[src/hdl/cba_pkg.sv]
// shared operation and status codes, block count and controller state type for the block allocator
package cba_pkg;

    localparam int NUM_BLOCKS = 128;

    localparam logic [1:0] OP_ALLOC  = 2'd0;
    localparam logic [1:0] OP_EXTEND = 2'd1;
    localparam logic [1:0] OP_FREE   = 2'd2;

    localparam logic [1:0] ST_OK      = 2'd0;
    localparam logic [1:0] ST_NOSPACE = 2'd1;
    localparam logic [1:0] ST_BAD     = 2'd2;

    typedef enum logic [6:0] {
        S_IDLE  = 7'b0000001,
        S_ALLOC = 7'b0000010,
        S_WALK  = 7'b0000100,
        S_POP   = 7'b0001000,
        S_LINK  = 7'b0010000,
        S_FREE  = 7'b0100000,
        S_DONE  = 7'b1000000
    } t_state;

endpackage

[src/hdl/cba_link_mem.sv]
// next-link memory with a clearing pass after reset that sets every link to the end marker
module cba_link_mem #(
    parameter int NUM_BLOCKS = 128
) (
    input  logic                          i_clk,
    input  logic                          i_rst_n,
    input  logic                          i_we,
    input  logic [$clog2(NUM_BLOCKS)-1:0] i_waddr,
    input  logic [$clog2(NUM_BLOCKS):0]   i_wdata,
    input  logic [$clog2(NUM_BLOCKS)-1:0] i_raddr,
    output logic [$clog2(NUM_BLOCKS):0]   o_rdata,
    output logic                          o_busy
);

    localparam int BW = $clog2(NUM_BLOCKS);
    localparam int LW = BW + 1;
    localparam logic [LW-1:0] LINK_END = {LW{1'b1}};

    logic [LW-1:0] mem [NUM_BLOCKS];
    logic [LW-1:0] r_rdata;
    logic          r_busy;
    logic          n_busy;
    logic [BW-1:0] r_clr_idx;
    logic [BW-1:0] n_clr_idx;
    logic          w_en;
    logic [BW-1:0] w_addr;
    logic [LW-1:0] w_data;

    always_comb begin
        n_busy    = r_busy;
        n_clr_idx = r_clr_idx;
        if (r_busy) begin
            n_clr_idx = r_clr_idx + BW'(1);
            if (r_clr_idx == BW'(NUM_BLOCKS - 1)) begin
                n_busy = 1'b0;
            end
        end
    end

    assign w_en   = r_busy | i_we;
    assign w_addr = r_busy ? r_clr_idx : i_waddr;
    assign w_data = r_busy ? LINK_END : i_wdata;

    always_ff @(posedge i_clk) begin
        if (!i_rst_n) begin
            r_busy    <= 1'b1;
            r_clr_idx <= '0;
        end else begin
            r_busy    <= n_busy;
            r_clr_idx <= n_clr_idx;
        end
    end

    always_ff @(posedge i_clk) begin
        if (w_en) begin
            mem[w_addr] <= w_data;
        end
        r_rdata <= mem[i_raddr];
    end

    assign o_rdata = r_rdata;
    assign o_busy  = r_busy;

endmodule

[src/hdl/cba_stack_mem.sv]
// free-block stack memory; entries below the low-water mark were never written and read as their index
module cba_stack_mem #(
    parameter int NUM_BLOCKS = 128
) (
    input  logic                          i_clk,
    input  logic                          i_rst_n,
    input  logic                          i_we,
    input  logic [$clog2(NUM_BLOCKS)-1:0] i_waddr,
    input  logic [$clog2(NUM_BLOCKS)-1:0] i_wdata,
    input  logic [$clog2(NUM_BLOCKS)-1:0] i_raddr,
    input  logic                          i_take,
    output logic [$clog2(NUM_BLOCKS)-1:0] o_rdata
);

    localparam int BW = $clog2(NUM_BLOCKS);
    localparam int CW = $clog2(NUM_BLOCKS + 1);

    logic [BW-1:0] mem [NUM_BLOCKS];
    logic [BW-1:0] r_rdata;
    logic [BW-1:0] r_raddr;
    logic          r_fresh;
    logic [CW-1:0] r_low;
    logic [CW-1:0] n_low;

    always_comb begin
        n_low = r_low;
        if (i_take && (CW'(r_raddr) < r_low)) begin
            n_low = CW'(r_raddr);
        end
    end

    always_ff @(posedge i_clk) begin
        if (!i_rst_n) begin
            r_low <= CW'(NUM_BLOCKS);
        end else begin
            r_low <= n_low;
        end
    end

    always_ff @(posedge i_clk) begin
        if (i_we) begin
            mem[i_waddr] <= i_wdata;
        end
        r_rdata <= mem[i_raddr];
        r_raddr <= i_raddr;
        r_fresh <= CW'(i_raddr) < r_low;
    end

    assign o_rdata = r_fresh ? r_raddr : r_rdata;

endmodule

[src/hdl/chained_block_allocator.sv]
// chained block allocator top level: request decode, chain walk sequencer and result register
// A request is accepted in S_IDLE, steps through one state per memory access and posts its
// result from S_DONE. Allocate runs S_ALLOC; extend walks the chain in S_WALK, then runs S_POP
// and S_LINK; free walks the chain in S_WALK, then pushes each block back in S_FREE. The link
// memory's single read port serves one link per cycle during the walk and the push-back. An
// unused op or an out of range block goes straight to S_DONE, an allocate on an empty stack
// via S_ALLOC, and a request rejected while reading its chain from S_WALK. After reset the link
// memory runs a clearing pass over every link, stalling requests. A finished result sits in an
// output register until taken; while an earlier result still waits there the sequencer holds in S_DONE.
module chained_block_allocator (
    input  logic       i_clk,
    input  logic       i_rst_n,
    input  logic       i_in_valid,
    output logic       o_in_stall,
    input  logic [1:0] i_op,
    input  logic [6:0] i_block,
    output logic       o_out_valid,
    input  logic       i_out_stall,
    output logic [1:0] o_status,
    output logic [6:0] o_new_block,
    output logic [7:0] o_blocks_freed,
    output logic [7:0] o_in_use
);

    localparam int NUM_BLOCKS = cba_pkg::NUM_BLOCKS;
    localparam int BW = $clog2(NUM_BLOCKS);
    localparam int CW = $clog2(NUM_BLOCKS + 1);
    localparam int LW = BW + 1;
    localparam int XW = (CW > 7) ? CW : 7;
    localparam logic [LW-1:0] LINK_END = {LW{1'b1}};

    cba_pkg::t_state r_state, n_state;
    logic [1:0]      r_op, n_op;
    logic [BW-1:0]   r_start, n_start;
    logic [BW-1:0]   r_cur, n_cur;
    logic [CW-1:0]   r_n, n_n;
    logic [CW-1:0]   r_free, n_free;
    logic [CW-1:0]   r_used, n_used;
    logic [CW-1:0]   r_freed, n_freed;
    logic [BW-1:0]   r_newb, n_newb;
    logic [1:0]      r_status, n_status;
    logic            r_out_valid, n_out_valid;
    logic [1:0]      r_out_status, n_out_status;
    logic [6:0]      r_out_newb, n_out_newb;
    logic [7:0]      r_out_freed, n_out_freed;
    logic [7:0]      r_out_used, n_out_used;

    logic            lk_we;
    logic [BW-1:0]   lk_waddr;
    logic [LW-1:0]   lk_wdata;
    logic [BW-1:0]   lk_raddr;
    logic [LW-1:0]   lk_rdata;
    logic            lk_busy;
    logic            st_we;
    logic [BW-1:0]   st_waddr;
    logic [BW-1:0]   st_wdata;
    logic [BW-1:0]   st_raddr;
    logic            st_take;
    logic [BW-1:0]   st_rdata;

    logic            slot_free;
    logic            link_end;
    logic            link_bad;
    logic            overflow;

    cba_link_mem #(
        .NUM_BLOCKS(NUM_BLOCKS)
    ) u_link_mem (
        .i_clk   (i_clk),
        .i_rst_n (i_rst_n),
        .i_we    (lk_we),
        .i_waddr (lk_waddr),
        .i_wdata (lk_wdata),
        .i_raddr (lk_raddr),
        .o_rdata (lk_rdata),
        .o_busy  (lk_busy)
    );

    cba_stack_mem #(
        .NUM_BLOCKS(NUM_BLOCKS)
    ) u_stack_mem (
        .i_clk   (i_clk),
        .i_rst_n (i_rst_n),
        .i_we    (st_we),
        .i_waddr (st_waddr),
        .i_wdata (st_wdata),
        .i_raddr (st_raddr),
        .i_take  (st_take),
        .o_rdata (st_rdata)
    );

    assign slot_free = !r_out_valid || !i_out_stall;
    assign link_end  = lk_rdata == LINK_END;
    assign link_bad  = (lk_rdata >= LW'(NUM_BLOCKS)) || (r_n >= CW'(NUM_BLOCKS));
    assign overflow  = ({1'b0, r_free} + {1'b0, r_n}) > (CW + 1)'(NUM_BLOCKS);

    always_comb begin
        n_state      = r_state;
        n_op         = r_op;
        n_start      = r_start;
        n_cur        = r_cur;
        n_n          = r_n;
        n_free       = r_free;
        n_used       = r_used;
        n_freed      = r_freed;
        n_newb       = r_newb;
        n_status     = r_status;
        n_out_valid  = r_out_valid && i_out_stall;
        n_out_status = r_out_status;
        n_out_newb   = r_out_newb;
        n_out_freed  = r_out_freed;
        n_out_used   = r_out_used;
        lk_we        = 1'b0;
        lk_waddr     = r_cur;
        lk_wdata     = LINK_END;
        lk_raddr     = r_cur;
        st_we        = 1'b0;
        st_waddr     = r_free[BW-1:0];
        st_wdata     = r_cur;
        st_raddr     = BW'(r_free - CW'(1));
        st_take      = 1'b0;

        unique case (r_state)
            cba_pkg::S_IDLE: begin
                lk_raddr = BW'(i_block);
                if (i_in_valid && !lk_busy) begin
                    n_op     = i_op;
                    n_start  = BW'(i_block);
                    n_cur    = BW'(i_block);
                    n_n      = CW'(1);
                    n_newb   = '0;
                    n_freed  = '0;
                    n_status = cba_pkg::ST_OK;
                    case (i_op) inside
                        cba_pkg::OP_ALLOC: begin
                            n_state = cba_pkg::S_ALLOC;
                        end
                        cba_pkg::OP_EXTEND, cba_pkg::OP_FREE: begin
                            if (XW'(i_block) >= XW'(NUM_BLOCKS)) begin
                                n_status = cba_pkg::ST_BAD;
                                n_state  = cba_pkg::S_DONE;
                            end else begin
                                n_state = cba_pkg::S_WALK;
                            end
                        end
                        default: begin
                            n_state = cba_pkg::S_DONE;
                        end
                    endcase
                end
            end
            cba_pkg::S_ALLOC: begin
                if (r_free == '0) begin
                    n_status = cba_pkg::ST_NOSPACE;
                end else begin
                    lk_we    = 1'b1;
                    lk_waddr = st_rdata;
                    st_take  = 1'b1;
                    n_free   = r_free - CW'(1);
                    n_used   = r_used + CW'(1);
                    n_newb   = st_rdata;
                end
                n_state = cba_pkg::S_DONE;
            end
            cba_pkg::S_WALK: begin
                if (link_end) begin
                    if (r_op == cba_pkg::OP_EXTEND) begin
                        if (r_free == '0) begin
                            n_status = cba_pkg::ST_NOSPACE;
                            n_state  = cba_pkg::S_DONE;
                        end else begin
                            n_state = cba_pkg::S_POP;
                        end
                    end else if (overflow) begin
                        n_status = cba_pkg::ST_BAD;
                        n_state  = cba_pkg::S_DONE;
                    end else begin
                        lk_raddr = r_start;
                        n_cur    = r_start;
                        n_state  = cba_pkg::S_FREE;
                    end
                end else if (link_bad) begin
                    n_status = cba_pkg::ST_BAD;
                    n_state  = cba_pkg::S_DONE;
                end else begin
                    lk_raddr = lk_rdata[BW-1:0];
                    n_cur    = lk_rdata[BW-1:0];
                    n_n      = r_n + CW'(1);
                end
            end
            cba_pkg::S_POP: begin
                lk_we    = 1'b1;
                lk_waddr = st_rdata;
                st_take  = 1'b1;
                n_free   = r_free - CW'(1);
                n_used   = r_used + CW'(1);
                n_newb   = st_rdata;
                n_state  = cba_pkg::S_LINK;
            end
            cba_pkg::S_LINK: begin
                lk_we    = 1'b1;
                lk_waddr = r_cur;
                lk_wdata = {1'b0, r_newb};
                n_state  = cba_pkg::S_DONE;
            end
            cba_pkg::S_FREE: begin
                lk_we   = 1'b1;
                st_we   = 1'b1;
                n_free  = r_free + CW'(1);
                n_freed = r_freed + CW'(1);
                if (r_used != '0) begin
                    n_used = r_used - CW'(1);
                end
                if (link_end) begin
                    n_state = cba_pkg::S_DONE;
                end else begin
                    lk_raddr = lk_rdata[BW-1:0];
                    n_cur    = lk_rdata[BW-1:0];
                end
            end
            cba_pkg::S_DONE: begin
                if (slot_free) begin
                    n_out_valid  = 1'b1;
                    n_out_status = r_status;
                    n_out_newb   = 7'(r_newb);
                    n_out_freed  = 8'(r_freed);
                    n_out_used   = 8'(r_used);
                    n_state      = cba_pkg::S_IDLE;
                end
            end
            default: begin
                n_state = cba_pkg::S_IDLE;
            end
        endcase
    end

    always_ff @(posedge i_clk) begin
        if (!i_rst_n) begin
            r_state     <= cba_pkg::S_IDLE;
            r_free      <= CW'(NUM_BLOCKS);
            r_used      <= '0;
            r_out_valid <= 1'b0;
        end else begin
            r_state     <= n_state;
            r_free      <= n_free;
            r_used      <= n_used;
            r_out_valid <= n_out_valid;
        end
    end

    always_ff @(posedge i_clk) begin
        r_op         <= n_op;
        r_start      <= n_start;
        r_cur        <= n_cur;
        r_n          <= n_n;
        r_freed      <= n_freed;
        r_newb       <= n_newb;
        r_status     <= n_status;
        r_out_status <= n_out_status;
        r_out_newb   <= n_out_newb;
        r_out_freed  <= n_out_freed;
        r_out_used   <= n_out_used;
    end

    assign o_in_stall     = (r_state != cba_pkg::S_IDLE) || lk_busy;
    assign o_out_valid    = r_out_valid;
    assign o_status       = r_out_status;
    assign o_new_block    = r_out_newb;
    assign o_blocks_freed = r_out_freed;
    assign o_in_use       = r_out_used;

endmodule
[config.mk]
export PLATFORM = sky130hd
export DESIGN_NAME = chained_block_allocator
export DESIGN_NICKNAME = d
export VERILOG_FILES = /design/src/hdl/cba_pkg.sv /design/src/hdl/cba_link_mem.sv /design/src/hdl/cba_stack_mem.sv /design/src/hdl/chained_block_allocator.sv
export SDC_FILE = /design/constraint.sdc
export NUM_CORES = 2
export LEC_CHECK = 0
export ABC_AREA = 1
export ABC_CLOCK_PERIOD_IN_PS = 5300
export BUFFER_PORTS_ARGS = -buffer_cell sky130_fd_sc_hd__clkbuf_2
export CAP_MARGIN = 10
export CORE_AREA = 2 2 376 378
export CTS_CLUSTER_DIAMETER = 100
export DETAILED_ROUTE_END_ITERATION = 16
export DIE_AREA = 0 0 378 380
export PLACE_DENSITY = 0.79
export REMOVE_ABC_BUFFERS = 1
export SYNTH_ARGS = -nofsm -noshare
export SYNTH_HDL_FRONTEND = slang
export SYNTH_SLANG_ARGS = --single-unit
[constraint.sdc]
create_clock -name i_clk -period 5.3 [get_ports i_clk]
set_clock_uncertainty 0.2 [all_clocks]
set_input_delay 1.06 -clock i_clk [delete_from_list [all_inputs] [get_ports i_clk]]
set_output_delay 1.06 -clock i_clk [all_outputs]
set_load 0.02 [all_outputs]
-- Word-level counts from Yosys, hierarchy flattened
Memory sizes are Yosys's and may differ from the RTL's. A register that Yosys moved wholly into a read port is not among the register bits.
Cells that the tools add are included.
- register bits: 114
- latch bits: 0
- memory bits (writable): 1920
- memory bits (read-only): 0
- input port bits: 13
- output and inout bits: 27
- logic and storage cells: 147
- memories kept: 2
- add/subtract/negate cells: 8
- $mul: 0
- divide/modulo/power cells: 0
- $lt $le $gt $ge: 5
- equality and inequality tests: 22
- shift operators: 0
- muxes and demuxes: 58
- bitwise logic cells: 1
- reductions and logical operators: 31
- memories (memory ; words ; bits a word ; read ports ; clocked after Yosys merged registers in ; write ports ; RTL line ; source):
    u_link_mem.mem ; 128 ; 8 ; 1 ; 1 ; 1 ; cba_link_mem.sv:19 ; logic [LW-1:0] mem [NUM_BLOCKS];
    u_stack_mem.mem ; 128 ; 7 ; 1 ; 1 ; 1 ; cba_stack_mem.sv:18 ; logic [BW-1:0] mem [NUM_BLOCKS];
- operator list (operator ; count):
    7-bit 2-to-1 mux ; 21
    8-bit 2-to-1 mux ; 9
    7-bit case mux with 3 select lines ; 3
    8-bit case mux with 3 select lines ; 2
    7-bit case mux with 6 select lines ; 1
    8-bit by 1-bit adder with 8-bit output (second input constant) ; 4
    8-bit case mux with 2 select lines ; 2
    8-bit greater-or-equal comparator (second input constant) ; 2
    7-bit by 8-bit less-than comparator with 1-bit output ; 2
    8-bit by 1-bit subtractor with 8-bit output (second input constant) ; 2
    7-bit equality test (second input constant) ; 2
    2-bit inequality test (second input constant) ; 7
    7-bit case mux with 2 select lines ; 1
    2-bit 2-to-1 mux ; 6
    4-bit AND reduction ; 3
    3-bit nonzero test ; 4
    1-bit 2-to-1 mux ; 10
    2-bit AND reduction ; 5
    8-bit by 8-bit adder with 9-bit output ; 1
    9-bit by 8-bit greater-than comparator with 1-bit output (second input constant) ; 1
    8-bit equality test (second input constant) ; 1
    8-bit zero test ; 1
    8-bit nonzero test ; 1
    7-bit by 1-bit adder with 7-bit output (second input constant) ; 1
    other kinds (22) ; 33

-- Longest topological paths before layout
- depth in word-level cells: 6
- depth in mapped cells: 29
- depth with buffers taken out: 26

-- Hierarchy
Synthesis repeated with hierarchy kept, for this count alone.
- cell total of the unflattened synthesis: 7489
- area total of the unflattened synthesis: 85520.8 µm²
- by module, submodules not included (module ; instances ; cells each ; area an instance (µm²) ; sequential area each (µm²)):
    cba_link_mem ; 1 ; 3643 ; 42533.3 ; 31069.8
    cba_stack_mem ; 1 ; 3249 ; 37870.1 ; 27366.2
    chained_block_allocator ; 1 ; 597 ; 5117.4 ; 2462.4

-- Worst setup path after synthesis
OpenSTA, ideal clock, no wires.
- path kind: reg2reg
- from: register r_free[0]
- to: memory u_link_mem.mem[127][0] (netlist bit) (enable)
- library setup time: 0.383 ns
- data arrival time: 3.644 ns
- data required time: 4.717 ns
- path slack: 1.072 ns
- cell stages (with the launch flop): 17
- buffers on the path: 4
- clock period less this slack: 4.228 ns
- cells stage by stage: dfxtp_1 -> inv_1 -> clkbuf_1 -> clkbuf_1 -> clkbuf_1 -> ha_1 -> nand4_1 -> nor2_1 -> nand2_1 -> nand2_1 -> nand2_1 -> clkbuf_1 -> o211ai_1 -> o21ai_0 -> nor2_1 -> nand3_1 -> nor3_1
- cells in the longest elaborated chain, start to end: 6
- elaborated cells between the ends (all ways): 9
- classes of those cells: 7 x mux; 1 x bitwise; 1 x reduce/logical
- ends and longest elaborated chain (what ; RTL line ; source):
    start: declaration ; chained_block_allocator.sv:37 ; logic [CW-1:0] r_free, n_free;
    start signal: assignment ; chained_block_allocator.sv:240 ; r_free <= CW'(NUM_BLOCKS);
    start signal: assignment ; chained_block_allocator.sv:245 ; r_free <= n_free;
    8-bit zero test (*) ; chained_block_allocator.sv:153 ; if (r_free == '0) begin
    1-bit 2-to-1 mux ; chained_block_allocator.sv:153 ;
    1-bit case mux with 2 select lines ; chained_block_allocator.sv:123 ; unique case (r_state)
    1-bit OR ; cba_link_mem.sv:40 ; assign w_en = r_busy | i_we;
    1-bit 2-to-1 mux ; cba_link_mem.sv:55 ; if (w_en) begin
    1-bit 2-to-1 mux (not written as such) ; cba_link_mem.sv:56 ; mem[w_addr] <= w_data;
    end: declaration ; cba_link_mem.sv:19 ;
Every way passes the cells marked *; elsewhere a longest branch is shown, timed or not.

-- Worst setup path in the final report
- from: register r_free[1]
- to: memory u_link_mem.mem[16][3] (netlist bit) (enable)
Same word-level chain as after synthesis.

==> summary.txt <==
Timing
  • Hold WS: 0.2404 ns
  • Minimum clock period: 4.887 ns
  • Fmax: 204.6 MHz
  • Worst rel slew slack: 0.07728
  • Period utilization: 0.9221
  • Final hold vios: 0
  • Final setup fails: 0
  • RSZ-0062 raised after global routing: false
  • Setup TNS: 0 ns
  • Tightest Pin Transition: 1.384 ns
  • Max Slew Vio Count: 0

Detailed routing
  • Wire length on met3: 32.47 mm
  • Drt wl/cell: 24.36 um
  • ANT nets after route: 0
  • WL met1: 85.62 mm
  • DRC viols: 0
  • Vias per inst: 6.414
  • Total routed wirelength: 232.5 mm
  • TritonRoute pass-1 iters: 7
  • DR top layer: met5
  • Vias: 61210
  • Met2 wire length: 105.7 mm
  • Initial DRC count: 9895

Worst setup path
  • Slowest stage cell on the critical path: nor2_1
  • Critical path required time: 5.55 ns
  • Most used cell, CP: nand2_1
  • Flop2flop setup slack: 0.41 ns
  • Crit Path Category: register to register
  • Crit. End Element: register
  • Crit path DAT: 5.13 ns
  • Worst path cell trace: buf_4 -> inv_1 -> ha_4 -> nand4_1 -> nor2_1 -> nand2_1 -> nand2_1 -> nand2_1 -> o211ai_1 -> o21ai_0 -> nor2_1 -> nand2_1 -> nor2_1
  • CP Max Fanout: 16
  • Slowest stage delay, CP: 0.70 ns
  • Startpoint Class: register

Global route
  • Total track usage: 0.3186
  • Largest net degree at the start of global routing: 228
  • First-pass GRT wire length: 347.1 mm
  • Initial antenna violation count: 2
  • Number of global-route vias before repair: 58250
  • Total gr overflow: 0

Power
  • Pwr per Cell Area: 551.3 mW/mm^2
  • Switch Pwr: 20.39 mW
  • Power Internal: 32.80 mW
  • Sequential share of power: 0.356
  • Net Sw Frac: 0.3833
  • Comb pwr share: 0.373
  • Clock power frac: 0.271
  • Maximum vdd drop: 0.4796 mV
  • Static Leakage: 36.04 nW

Synth
  • FF+latch count, synth: 2049
  • Post-synthesis compound-gate area fraction: 0.06675
  • Sequential share of the synthesized area: 0.6983
  • Yosys cell types: 47
  • XOR/XNOR Fraction of Synth Area: 0.001205
  • Dominant synthesized flop cell: edfxtp_1
  • Warnings from Yosys: 0
  • Proportion of synthesized area in mux cells: 0
  • Adder-Cell Fraction of Synth Area: 0.005337
  • Async SR Flop Fraction: 0
  • Post-synth EDFFs: 1986
  • Mapped Area: 0.08721 sq mm
  • Post-synthesis simple-gate area fraction: 0.1756
  • Syn_area_per_cell: 11.56 sq um
  • Synth Instances: 7543
  • Largest family of logic cells by synthesized area: simple AND/OR/NAND/NOR gates

Die
  • Die area: 0.1436 sq mm
  • Initial core utilization: 0.6266
  • Number of core rows: 137
  • DIE HEIGHT: 380 um
  • Core footprint: 0.1392 sq mm
  • Die width: 378 um
  • Top-Level Pins: 40

Job
  • Max_cap viols: 0

Clocking
  • CTS Hold Buffers Added: 0
  • CTS root buf: clkbuf_16
  • CTS buffer count: 197
  • CTS Sinks: 2049
  • Worst skew pair latency: 0.84 ns
  • Bufs on Longest Clock Path: 3
  • CTS tree: done
  • Post-CTS Resized: 0
  • Number of H-tree levels: 4
  • Clock-pin slew on the worst setup and hold paths: 0.06 ns
  • Post-CTS Setup Bufs: 0

Place
  • Placer congestion estimate: 0.9476
  • DP HPWL: 133.2 mm
  • Port Buffers: 39

Run status
  • Status: finished clean

Final layout
  • Post-Route Utilization: 0.6931
  • Area growth syn-to-layout: 10.62%
  • Most common cell after layout, fill and taps aside: edfxtp_1
  • Share of layout cells above drive strength 1: 0.07617
  • Fin nets: 7545
  • ANT cells: 0
  • Most frequent cells in the layout: 1986 x edfxtp_1, 1119 x nand3_1, 862 x nor2_1

Min path
  • Worst hold path class: input port to register
-- path summary, 6_finish.rpt --
check,cells past startpoint,start,endpoint
max,13,r_free[1],u_link_mem.mem[16][3]
min,1,i_block[4],r_start[4]
max reg2reg,13,r_free[1],u_link_mem.mem[16][3]
min reg2reg,0,r_newb[2],o_new_block[2]
-- cells in the mapped netlist, types with 10 or more instances --
master	number	area, sq um
ha_1	34	425.4
nand3b_1	378	2838
o221ai_1	73	639.4
nor3_1	22	110.1
buf_1	43	161.4
edfxtp_1	1986	59640
o21ai_0	604	3023
buf_2	169	845.8
buf_4	20	150.1
clkbuf_1	259	972.2
nand3_1	1121	5610
nor2_1	865	3247
inv_1	639	2399
xor2_1	10	87.58
nand4_1	13	81.33
dfxtp_1	63	1261
o22ai_1	197	1232
o211ai_1	29	217.7
nand2_1	856	3213
a21oi_1	65	325.3
-- cells by family (layout without fill, tap and decap cells) --
family,after synthesis,count (layout)
and+or+nand+nor,3284,3284
DFF,2049,2049
buffers and inverters,1147,1271
AOI/OAI and AO/OA,1015,1015
adders and majority gates,36,36
xor gates and xnor gates,12,12
-- power groups by stage --
stage	sequential [mW]	clock, mW	combinational (mW)
finish	18.9	14.4	19.8
global route	18.9	15.1	21.3
CTS	18.9	14.4	19.3
detailed placement	19.3	0	19.1
global placement	19.2	0	18.7
floorplan	19.6	0	8.83
-- state kept, by name, indices dropped and copies added (netlist names), 2 cells and up --
name                  cells
r_newb                    7
o_in_use                  8
u_link_mem.o_rdata        8
r_free                    8
r_used                    8
r_freed                   8
o_blocks_freed            8
o_status                  2
r_status                  2
r_cur                     7
u_link_mem.mem         1024
u_stack_mem.r_low         8
u_link_mem.r_clr_idx      7
r_op                      2
r_n                       8
r_state                   7
u_stack_mem.r_rdata       7
u_stack_mem.r_raddr       7
u_stack_mem.mem         896
o_new_block               7
r_start                   7
-- routing by layer --
metal / global-route usage / vias up
met2: 0.4840 / 4422
met3: 0.08751 / 642
met1: 0.4417 / 29390
met5: 0 / -
met4: 0.1222 / 2
li1: - / 26750
-- metrics by stage --
stage / area (sq um) / setup WS (ns) / power (mW) / instances
2_1_floorplan: 85060 / -22.16 / 28.47 / 7050
3_3_place_gp: 89800 / 0.6857 / 37.92 / 9173
3_5_place_dp: 89800 / 0.6251 / 38.39 / 9173
4_1_cts: 96470 / 0.5535 / 52.70 / 9543
5_1_grt: 96470 / 0.1644 / 55.27 / 9543
6_report: 96470 / 0.4130 / 53.19 / 9543
-- worst max-delay path, delay by kind of cell (launching register included) --
kind            cells  cell delay [ns]
compound gates      2             0.54
fa+ha+maj           1             0.15
buf+inv             2             0.30
flops               1             0.37
simple gates        8             2.91
-- cell type report --
type	instances	area (sq um)
clock inverters	130	1468
well taps	1876	2347
fillers	9189	42710
repair buffers	247	2232
clock buffers	240	5206
flip-flops and latches	2049	60900
multi-input cells	4347	21840
inverters	654	2477
Note: power is estimated with default switching activity, not from simulation.
